`config.mk`:
```
export PLATFORM = sky130hd
export DESIGN_NAME = region_access_controller
export DESIGN_NICKNAME = d
export VERILOG_FILES = /design/src/rac_pkg.sv /design/src/rac_in_stage.sv /design/src/rac_engine.sv /design/src/rac_out_stage.sv /design/src/region_access_controller.sv
export SDC_FILE = /design/constraint.sdc
export NUM_CORES = 1
export LEC_CHECK = 0
export ABC_AREA = 1
export BUFFER_PORTS_ARGS = -buffer_cell sky130_fd_sc_hd__buf_2
export CORE_AREA = 8 8 165 167
export CTS_BUF_LIST = sky130_fd_sc_hd__clkbuf_4 sky130_fd_sc_hd__clkbuf_8 sky130_fd_sc_hd__clkbuf_16
export DETAILED_ROUTE_END_ITERATION = 7
export DIE_AREA = 0 0 173 175
export HOLD_SLACK_MARGIN = 0.02
export PLACE_DENSITY = 0.69
export SLEW_MARGIN = 20
export SYNTH_ARGS = -nofsm -noshare
export SYNTH_HDL_FRONTEND = slang
export SYNTH_SLANG_ARGS = --single-unit
```
`constraint.sdc`:
```
create_clock -name aclk -period 11.25 [get_ports aclk]
set_input_delay 2.25 -clock aclk [delete_from_list [all_inputs] [get_ports aclk]]
set_output_delay 2.25 -clock aclk [all_outputs]
set_load 0.02 [all_outputs]
```
`src/rac_pkg.sv`:
```
package rac_pkg;

    localparam int SIZE_W   = 25;
    localparam int REGION_W = 16;
    localparam int ACTION_W = 4;
    localparam int STATUS_W = 3;
    localparam int CFG_IDX_W = 1;

    localparam logic [SIZE_W-1:0] SIZE_MAX   = {SIZE_W{1'b1}};
    localparam logic [SIZE_W-1:0] SIZE_RESET = SIZE_W'(25'd16777216);

    // action codes
    localparam logic [ACTION_W-1:0] ACT_OPEN_WRITE    = 4'd0;
    localparam logic [ACTION_W-1:0] ACT_OPEN_READ     = 4'd1;
    localparam logic [ACTION_W-1:0] ACT_CLOSE         = 4'd2;
    localparam logic [ACTION_W-1:0] ACT_RECLAIM_CHECK = 4'd3;
    localparam logic [ACTION_W-1:0] ACT_FLUSH         = 4'd4;
    localparam logic [ACTION_W-1:0] ACT_CLEANUP       = 4'd5;
    localparam logic [ACTION_W-1:0] ACT_RESET         = 4'd6;
    localparam logic [ACTION_W-1:0] ACT_DETACH        = 4'd7;
    localparam logic [ACTION_W-1:0] ACT_ATTACH        = 4'd8;

    // status codes
    localparam logic [STATUS_W-1:0] ST_OK       = 3'd0;
    localparam logic [STATUS_W-1:0] ST_NO_SPACE = 3'd1;
    localparam logic [STATUS_W-1:0] ST_BLOCKED  = 3'd2;
    localparam logic [STATUS_W-1:0] ST_PENDING  = 3'd3;
    localparam logic [STATUS_W-1:0] ST_DEVFAIL  = 3'd4;
    localparam logic [STATUS_W-1:0] ST_BUSY     = 3'd5;

    // configuration register indexes
    localparam logic [CFG_IDX_W-1:0] CFG_REGION_SIZE   = 1'b0;
    localparam logic [CFG_IDX_W-1:0] CFG_REGION_NUMBER = 1'b1;

    typedef struct packed {
        logic [ACTION_W-1:0] action;
        logic [SIZE_W-1:0]   alloc_size;
        logic                close_is_write;
        logic                close_phys;
        logic                device_ok;
    } item_t;

    typedef struct packed {
        logic [STATUS_W-1:0] status;
        logic [SIZE_W-1:0]   alloc_offset;
        logic [REGION_W-1:0] region_out;
        logic                phys_read;
        logic                region_idle;
        logic                write_request;
        logic                cleanup_request;
        logic [SIZE_W-1:0]   item_total;
    } result_t;

endpackage

```
`src/rac_in_stage.sv`:
```
module rac_in_stage
    import rac_pkg::*;
(
    input  logic  aclk,
    input  logic  aresetn,
    input  logic  s_valid,
    output logic  s_ready,
    input  item_t s_item,
    input  logic  advance,
    output logic  item_valid,
    output item_t item
);

    logic  valid_reg;
    item_t item_reg;

    assign s_ready    = !valid_reg || advance;
    assign item_valid = valid_reg;
    assign item       = item_reg;

    always_ff @(posedge aclk) begin
        if (!aresetn) begin
            valid_reg <= 1'b0;
        end else if (s_ready) begin
            valid_reg <= s_valid;
        end
    end

    always_ff @(posedge aclk) begin
        if (s_valid && s_ready) begin
            item_reg <= s_item;
        end
    end

endmodule

```
`src/rac_engine.sv`:
```
module rac_engine
    import rac_pkg::*;
#(
    parameter int MAX_OPENS = 255
) (
    input  logic                aclk,
    input  logic                aresetn,
    input  logic                fire,
    input  item_t               item,
    input  logic [SIZE_W-1:0]   region_size,
    input  logic [REGION_W-1:0] region_number,
    output result_t             res
);

    localparam int CW = $clog2(MAX_OPENS + 1);
    localparam logic [CW-1:0] OPEN_LIMIT = CW'(MAX_OPENS);

    logic [CW-1:0]     writer_count_reg, writer_count_next;
    logic [CW-1:0]     phys_count_reg, phys_count_next;
    logic [CW-1:0]     mem_count_reg, mem_count_next;
    logic              blocked_reg, blocked_next;
    logic              flushed_reg, flushed_next;
    logic              cleaned_reg, cleaned_next;
    logic              attached_reg, attached_next;
    logic [SIZE_W-1:0] fill_offset_reg, fill_offset_next;
    logic [SIZE_W-1:0] item_count_reg, item_count_next;

    logic [SIZE_W:0]   fill_sum;
    logic              fits;

    assign fill_sum = {1'b0, fill_offset_reg} + {1'b0, item.alloc_size};
    assign fits     = fill_sum <= {1'b0, region_size};

    always_comb begin
        writer_count_next = writer_count_reg;
        phys_count_next   = phys_count_reg;
        mem_count_next    = mem_count_reg;
        blocked_next      = blocked_reg;
        flushed_next      = flushed_reg;
        cleaned_next      = cleaned_reg;
        attached_next     = attached_reg;
        fill_offset_next  = fill_offset_reg;
        item_count_next   = item_count_reg;

        res.status          = ST_OK;
        res.alloc_offset    = '0;
        res.region_out      = region_number;
        res.phys_read       = 1'b0;
        res.region_idle     = 1'b0;
        res.write_request   = 1'b0;
        res.cleanup_request = 1'b0;

        case (item.action)
            ACT_OPEN_WRITE: begin
                if (blocked_reg) begin
                    res.status = ST_BLOCKED;
                end else if (!fits) begin
                    res.status = ST_NO_SPACE;
                end else if (writer_count_reg >= OPEN_LIMIT) begin
                    res.status = ST_BUSY;
                end else begin
                    writer_count_next = writer_count_reg + 1'b1;
                    res.alloc_offset  = fill_offset_reg;
                    fill_offset_next  = fill_sum[SIZE_W-1:0];
                    if (item_count_reg != SIZE_MAX) begin
                        item_count_next = item_count_reg + 1'b1;
                    end
                end
            end
            ACT_OPEN_READ: begin
                if (blocked_reg) begin
                    res.status = ST_BLOCKED;
                end else if (flushed_reg || !attached_reg) begin
                    // no in-memory copy to serve from: go to the device
                    if (phys_count_reg >= OPEN_LIMIT) begin
                        res.status = ST_BUSY;
                    end else begin
                        phys_count_next = phys_count_reg + 1'b1;
                        res.phys_read   = 1'b1;
                    end
                end else if (mem_count_reg >= OPEN_LIMIT) begin
                    res.status = ST_BUSY;
                end else begin
                    mem_count_next = mem_count_reg + 1'b1;
                end
            end
            ACT_CLOSE: begin
                if (item.close_is_write) begin
                    if (writer_count_reg != '0) begin
                        writer_count_next = writer_count_reg - 1'b1;
                    end
                end else if (item.close_phys) begin
                    if (phys_count_reg != '0) begin
                        phys_count_next = phys_count_reg - 1'b1;
                    end
                end else if (mem_count_reg != '0) begin
                    mem_count_next = mem_count_reg - 1'b1;
                end
            end
            ACT_RECLAIM_CHECK: begin
                blocked_next    = 1'b1;
                res.region_idle = (writer_count_reg == '0) && (phys_count_reg == '0)
                                  && (mem_count_reg == '0);
            end
            ACT_FLUSH: begin
                if (writer_count_reg != '0) begin
                    res.status = ST_PENDING;
                end else if (!flushed_reg) begin
                    if (!attached_reg) begin
                        res.status = ST_DEVFAIL;
                    end else begin
                        res.write_request = 1'b1;
                        if (item.device_ok) begin
                            flushed_next = 1'b1;
                        end else begin
                            res.status = ST_DEVFAIL;
                        end
                    end
                end
            end
            ACT_CLEANUP: begin
                if (writer_count_reg != '0) begin
                    res.status = ST_PENDING;
                end else if (!cleaned_reg) begin
                    res.cleanup_request = attached_reg;
                    cleaned_next        = 1'b1;
                end
            end
            ACT_RESET: begin
                writer_count_next = '0;
                phys_count_next   = '0;
                mem_count_next    = '0;
                blocked_next      = 1'b0;
                flushed_next      = 1'b0;
                cleaned_next      = 1'b0;
                fill_offset_next  = '0;
                item_count_next   = '0;
            end
            ACT_DETACH: begin
                if (mem_count_reg != '0) begin
                    res.status = ST_BUSY;
                end else if (writer_count_reg != '0) begin
                    res.status = ST_PENDING;
                end else begin
                    attached_next = 1'b0;
                end
            end
            ACT_ATTACH: begin
                attached_next = 1'b1;
            end
            default: begin
            end
        endcase

        res.item_total = item_count_next;
    end

    always_ff @(posedge aclk) begin
        if (!aresetn) begin
            writer_count_reg <= '0;
            phys_count_reg   <= '0;
            mem_count_reg    <= '0;
            blocked_reg      <= 1'b0;
            flushed_reg      <= 1'b0;
            cleaned_reg      <= 1'b0;
            attached_reg     <= 1'b0;
            fill_offset_reg  <= '0;
            item_count_reg   <= '0;
        end else if (fire) begin
            writer_count_reg <= writer_count_next;
            phys_count_reg   <= phys_count_next;
            mem_count_reg    <= mem_count_next;
            blocked_reg      <= blocked_next;
            flushed_reg      <= flushed_next;
            cleaned_reg      <= cleaned_next;
            attached_reg     <= attached_next;
            fill_offset_reg  <= fill_offset_next;
            item_count_reg   <= item_count_next;
        end
    end

endmodule

```
`src/rac_out_stage.sv`:
```
module rac_out_stage
    import rac_pkg::*;
(
    input  logic    aclk,
    input  logic    aresetn,
    input  logic    load,
    input  result_t res,
    output logic    can_load,
    output logic    m_valid,
    input  logic    m_ready,
    output result_t m_res
);

    logic    valid_reg;
    result_t res_reg;

    assign can_load = !valid_reg || m_ready;
    assign m_valid  = valid_reg;
    assign m_res    = res_reg;

    always_ff @(posedge aclk) begin
        if (!aresetn) begin
            valid_reg <= 1'b0;
        end else if (can_load) begin
            valid_reg <= load;
        end
    end

    always_ff @(posedge aclk) begin
        if (load && can_load) begin
            res_reg <= res;
        end
    end

endmodule

```
`src/region_access_controller.sv`:
```
// Region access controller: bookkeeping for one storage region.
// Input channel (s_valid/s_ready) carries one action per item; the result
// channel (m_valid/m_ready) returns exactly one result per action, in order.
// Configuration: cfg_wr_en writes cfg_data into register cfg_index
// (0 region_size, 1 region_number) at the clock edge; write only while idle.
// Path: an accepted item goes through the input register, then the action
// logic into the result register, where its result can be taken.
// Throughput: one item per cycle while m_ready does not stall the result; the
// region state is updated in the same cycle the action leaves the input
// register, so back-to-back actions see each other's effects.
// Stall: when m_ready is low the result register holds; the input register
// still takes one more item, then s_ready drops until the result is taken.
// Reset (aresetn low, synchronous): counters, flags, fill offset and item
// count clear, no buffer is attached, region_size returns to 16777216 and
// region_number to 0; both channels come out empty.
module region_access_controller
    import rac_pkg::*;
#(
    parameter int MAX_OPENS = 255
) (
    input  logic                 aclk,
    input  logic                 aresetn,
    input  logic                 cfg_wr_en,
    input  logic [CFG_IDX_W-1:0] cfg_index,
    input  logic [SIZE_W-1:0]    cfg_data,
    input  logic                 s_valid,
    output logic                 s_ready,
    input  logic [ACTION_W-1:0]  s_action,
    input  logic [SIZE_W-1:0]    s_alloc_size,
    input  logic                 s_close_is_write,
    input  logic                 s_close_phys,
    input  logic                 s_device_ok,
    output logic                 m_valid,
    input  logic                 m_ready,
    output logic [STATUS_W-1:0]  m_status,
    output logic [SIZE_W-1:0]    m_alloc_offset,
    output logic [REGION_W-1:0]  m_region_out,
    output logic                 m_phys_read,
    output logic                 m_region_idle,
    output logic                 m_write_request,
    output logic                 m_cleanup_request,
    output logic [SIZE_W-1:0]    m_item_total
);

    logic [SIZE_W-1:0]   region_size_reg;
    logic [REGION_W-1:0] region_number_reg;

    item_t   s_item;
    item_t   item;
    logic    item_valid;
    logic    can_load;
    result_t res;
    result_t m_res;

    always_ff @(posedge aclk) begin
        if (!aresetn) begin
            region_size_reg   <= SIZE_RESET;
            region_number_reg <= '0;
        end else if (cfg_wr_en) begin
            case (cfg_index)
                CFG_REGION_SIZE:   region_size_reg   <= cfg_data;
                CFG_REGION_NUMBER: region_number_reg <= cfg_data[REGION_W-1:0];
                default: begin
                end
            endcase
        end
    end

    assign s_item.action         = s_action;
    assign s_item.alloc_size     = s_alloc_size;
    assign s_item.close_is_write = s_close_is_write;
    assign s_item.close_phys     = s_close_phys;
    assign s_item.device_ok      = s_device_ok;

    rac_in_stage u_in (
        .aclk       (aclk),
        .aresetn    (aresetn),
        .s_valid    (s_valid),
        .s_ready    (s_ready),
        .s_item     (s_item),
        .advance    (can_load),
        .item_valid (item_valid),
        .item       (item)
    );

    rac_engine #(
        .MAX_OPENS (MAX_OPENS)
    ) u_engine (
        .aclk          (aclk),
        .aresetn       (aresetn),
        .fire          (item_valid && can_load),
        .item          (item),
        .region_size   (region_size_reg),
        .region_number (region_number_reg),
        .res           (res)
    );

    rac_out_stage u_out (
        .aclk     (aclk),
        .aresetn  (aresetn),
        .load     (item_valid),
        .res      (res),
        .can_load (can_load),
        .m_valid  (m_valid),
        .m_ready  (m_ready),
        .m_res    (m_res)
    );

    assign m_status          = m_res.status;
    assign m_alloc_offset    = m_res.alloc_offset;
    assign m_region_out      = m_res.region_out;
    assign m_phys_read       = m_res.phys_read;
    assign m_region_idle     = m_res.region_idle;
    assign m_write_request   = m_res.write_request;
    assign m_cleanup_request = m_res.cleanup_request;
    assign m_item_total      = m_res.item_total;

endmodule

```
==> impl_metrics.yaml <==
sta:
  clock_skew_ps: 9.890
  timing.final.setup_violations: 0
  total_negative_slack_ps: 0
  max_freq_mhz: 203.4
  crit_path_time_final_ps: 4916
  fin_crit_sh_pct: 43.70
  timing.final.max_slew_violations: 0
  report.final.hold_viol_count: 0
  tightest_slew_ps: 987.7
  timing.slew.headroom_pct: 34.15
  setup_repair_after_global_routing_missed_its_margin: "no"
power_and_ir_drop:
  power.internal_mw: 1.431
  swShare_pct: 26.43
  seq_power_share_pct: 47.5
  irDropWorstVdd_mv: 0.1238
  leakage_nw: 6.304
  power.share.clock_pct: 40.3
  comb_power_share_pct: 12.2
  p_switching_mw: 0.5140
  total_power_mw: 1.945
  power_per_cell_area_mw_per_mm2: 140.7
min_path:
  hold_class: "reg -> reg"
clocking:
  cts-root-buf: "clkbuf_16"
  clk_pin_slew_ps: 60
  htree_levels: 1
  cts_post_setup_buffers_inserted: 0
  worst_skew_late_latency_ps: 530
  cts_inserted_buffers: 25
  clk_path_buf_depth: 3
  cts_sinks: 226
  tritoncts: "yes"
  ctsResizeCount: 0
  post_cts_hold_buffer_count: 0
final_layout:
  layout.cells.non_filler: 1964
  area_delta_synth_final_pct: 14.09
  antenna_cells_inserted: 0
  largest_reg_flops: 73
  layout.nets: 1752
  final_layout_size_suffix_gt1_share_pct: 15.85
routing:
  vias: 10160
  first_iter_violations: 677
  vias_per_cell: 5.173
  drt_pre_antenna_iters: 6
  routedWlPerCell_um: 14.72
  drt.antenna.violating_nets: 0
  drc: 0
  route.final.wire_length_um: 28900
synth:
  syn_inst: 1493
  cell_type_with_the_highest_aggregate_area_in_the_netlist: "edfxtp_1"
  synth-adder-area-share_pct: 7.788
  edff_count_synth: 105
  synthMostInstantiatedCell: "nand2_1"
  ys_top_cells_by_area: "edfxtp_1 26%, dfxtp_1 20%, nand2_1 8.4%"
  synth_register_bits: 226
  synthFlopType: "dfxtp_1"
  largest_family_of_logic_cells_by_synthesized_area: "simple AND/OR/NAND/NOR gates"
  count_of_warnings_emitted_by_yosys: 0
  ys_async_sr_fraction_pct: 0
  synth.cells.most_frequent: "271 x nand2_1, 195 x inv_1, 157 x nor2_1"
  synth.mux.area_fraction_pct: 0
  synth-compound-area-share_pct: 12.18
  share_of_synthesized_area_occupied_by_flip_flops_and_latches_pct: 46.03
  yosysUniqueCellTypes: 51
  synthXorXnorAreaFrac_pct: 2.025
  post_synth_and_or_nand_nor_area_fraction_pct: 23.23
  syn_avg_cell_area_um2: 8.113
  synth.net_count: 1629
  yosysTopAreaCellShare_pct: 26.03
  syn_area_mm2: 0.01211
setup_path:
  cp.arrival_ps: 2670
  timing.critical_path.required_ps: 9000
  max_stage_delay_ps: 180
  critical-path-slowest-cell: "buf_2"
  worst_path_most_repeated_cell: "buf_2"
  setup.worst_path.start_class: "input pin"
  crit_fanout: 3
  setup.worst_path.end_class: "output pin"
  setup.worst_path.class: "in -> out"
  timing.critical_path.cells: "buf_2 > inv_1 > nand3_1 > buf_2"
  cp.buffers_inverters: 3
  cpLargestDelayFamily: "buffers and inverters"
floorplan:
  row_count: 58
  pin_count: 138
  core_area_mm2: 0.02467
  initial_core_util_pct: 49.09
  die_height_um: 175
  die-area_mm2: 0.03028
  die_width_um: 173
run_status:
  status: "finished clean"
global_route:
  grt_first_pass_wirelength_um: 47760
  maximum_number_of_pins_on_one_net_before_global_route_repair: 92
  globalRoute.totalOverflow: 0
  first_global_vias: 9774
  groute.usage.overall_pct: 18.61
  grt_antenna_before_repair: 0
placement:
  post-dp-hpwl_um: 20560
  buffer_ports.inserted: 137
  numPlacedInstances: 1919
  globalplace.congestion: 0.8803
run:
  count_of_maximum_capacitance_violations: 0
==> per-layer routing <==
metal	part of all wire, %	track usage [%]	vias up
li1	-	-	5225
met1	48	25.17	4639
met2	44	30.10	248
met3	5.8	3.216	47
met4	2.1	5.534	0
met5	0	0	-
==> power groups by stage <==
stage	registers [mW]	clock network, mW	logic, mW
floorplan	0.952	0	0.157
detailed placement	0.940	0	0.237
global placement	0.940	0	0.231
global route	0.927	0.830	0.270
finish	0.923	0.784	0.238
CTS	0.923	0.802	0.239
==> final cells by class <==
type	instances	area, um2
timing repair buffer	143	730.7
clock buffer	32	684.4
multi-input combinational	998	5478
tap	330	412.9
sequential	226	5575
inverter	222	839.6
fill	2342	10850
clock inverter	13	98.84
==> per-stage QoR <==
step | instance area, um2 | utilization, % | setup WS (ps) | hold WS, ps
after floorplan | 12110 | - | 5836 | 409.0
after global placement | 13040 | 52.83 | 6323 | 414.8
after detailed placement | 13040 | 52.83 | 6330 | 416.0
after CTS | 13820 | 56.01 | 6328 | 430.0
after global routing | 13820 | 56.01 | 5869 | 433.2
final | 13820 | 56.01 | 6334 | 430.5
==> cells by family (layout without fill, tap and decap cells) <==
group,count (synthesis),in the layout
compound gates,274,274
fa+ha+maj,73,73
xor+xnor,28,28
buf+inv,269,410
simple gates,623,623
flops,226,226
==> placed cells by master, fill, tap and decap left out, drive strengths merged, types with 3 or more instances in the layout <==
cell type,netlist,layout
edfxtp,105,105
nand2,277,277
inv,220,222
fa,4,4
ha,69,69
o2111ai,3,3
a21o,9,9
xnor2,7,7
nor3,43,43
or2,8,8
clkinvlp,0,3
dfxtp,121,121
nor4,12,12
o211ai,4,4
a21oi,144,144
nand4,41,41
buf,14,143
clkbuf,33,32
clkinv,2,9
o21ai,97,97
xor2,21,21
nand3,74,74
nor2,163,163
o21bai,8,8
==> path summary, 6_finish.rpt <==
kind / startpoint / endpoint / slack (ps) / depth (start not counted)
min: region_number_reg[10]$_SDFFE_PN0P_ / u_out.m_res[39]$_DFFE_PP_ / 430 / 0
max reg2reg: u_engine.fill_offset_reg[0]$_SDFFE_PN0P_ / u_out.m_res[63]$_SDFFCE_PP0P_ / 6400 / 24
min reg2reg: region_number_reg[10]$_SDFFE_PN0P_ / u_out.m_res[39]$_DFFE_PP_ / 430 / 0
max: m_ready / s_ready / 6330 / 4
(Power assumes the default switching activity.)
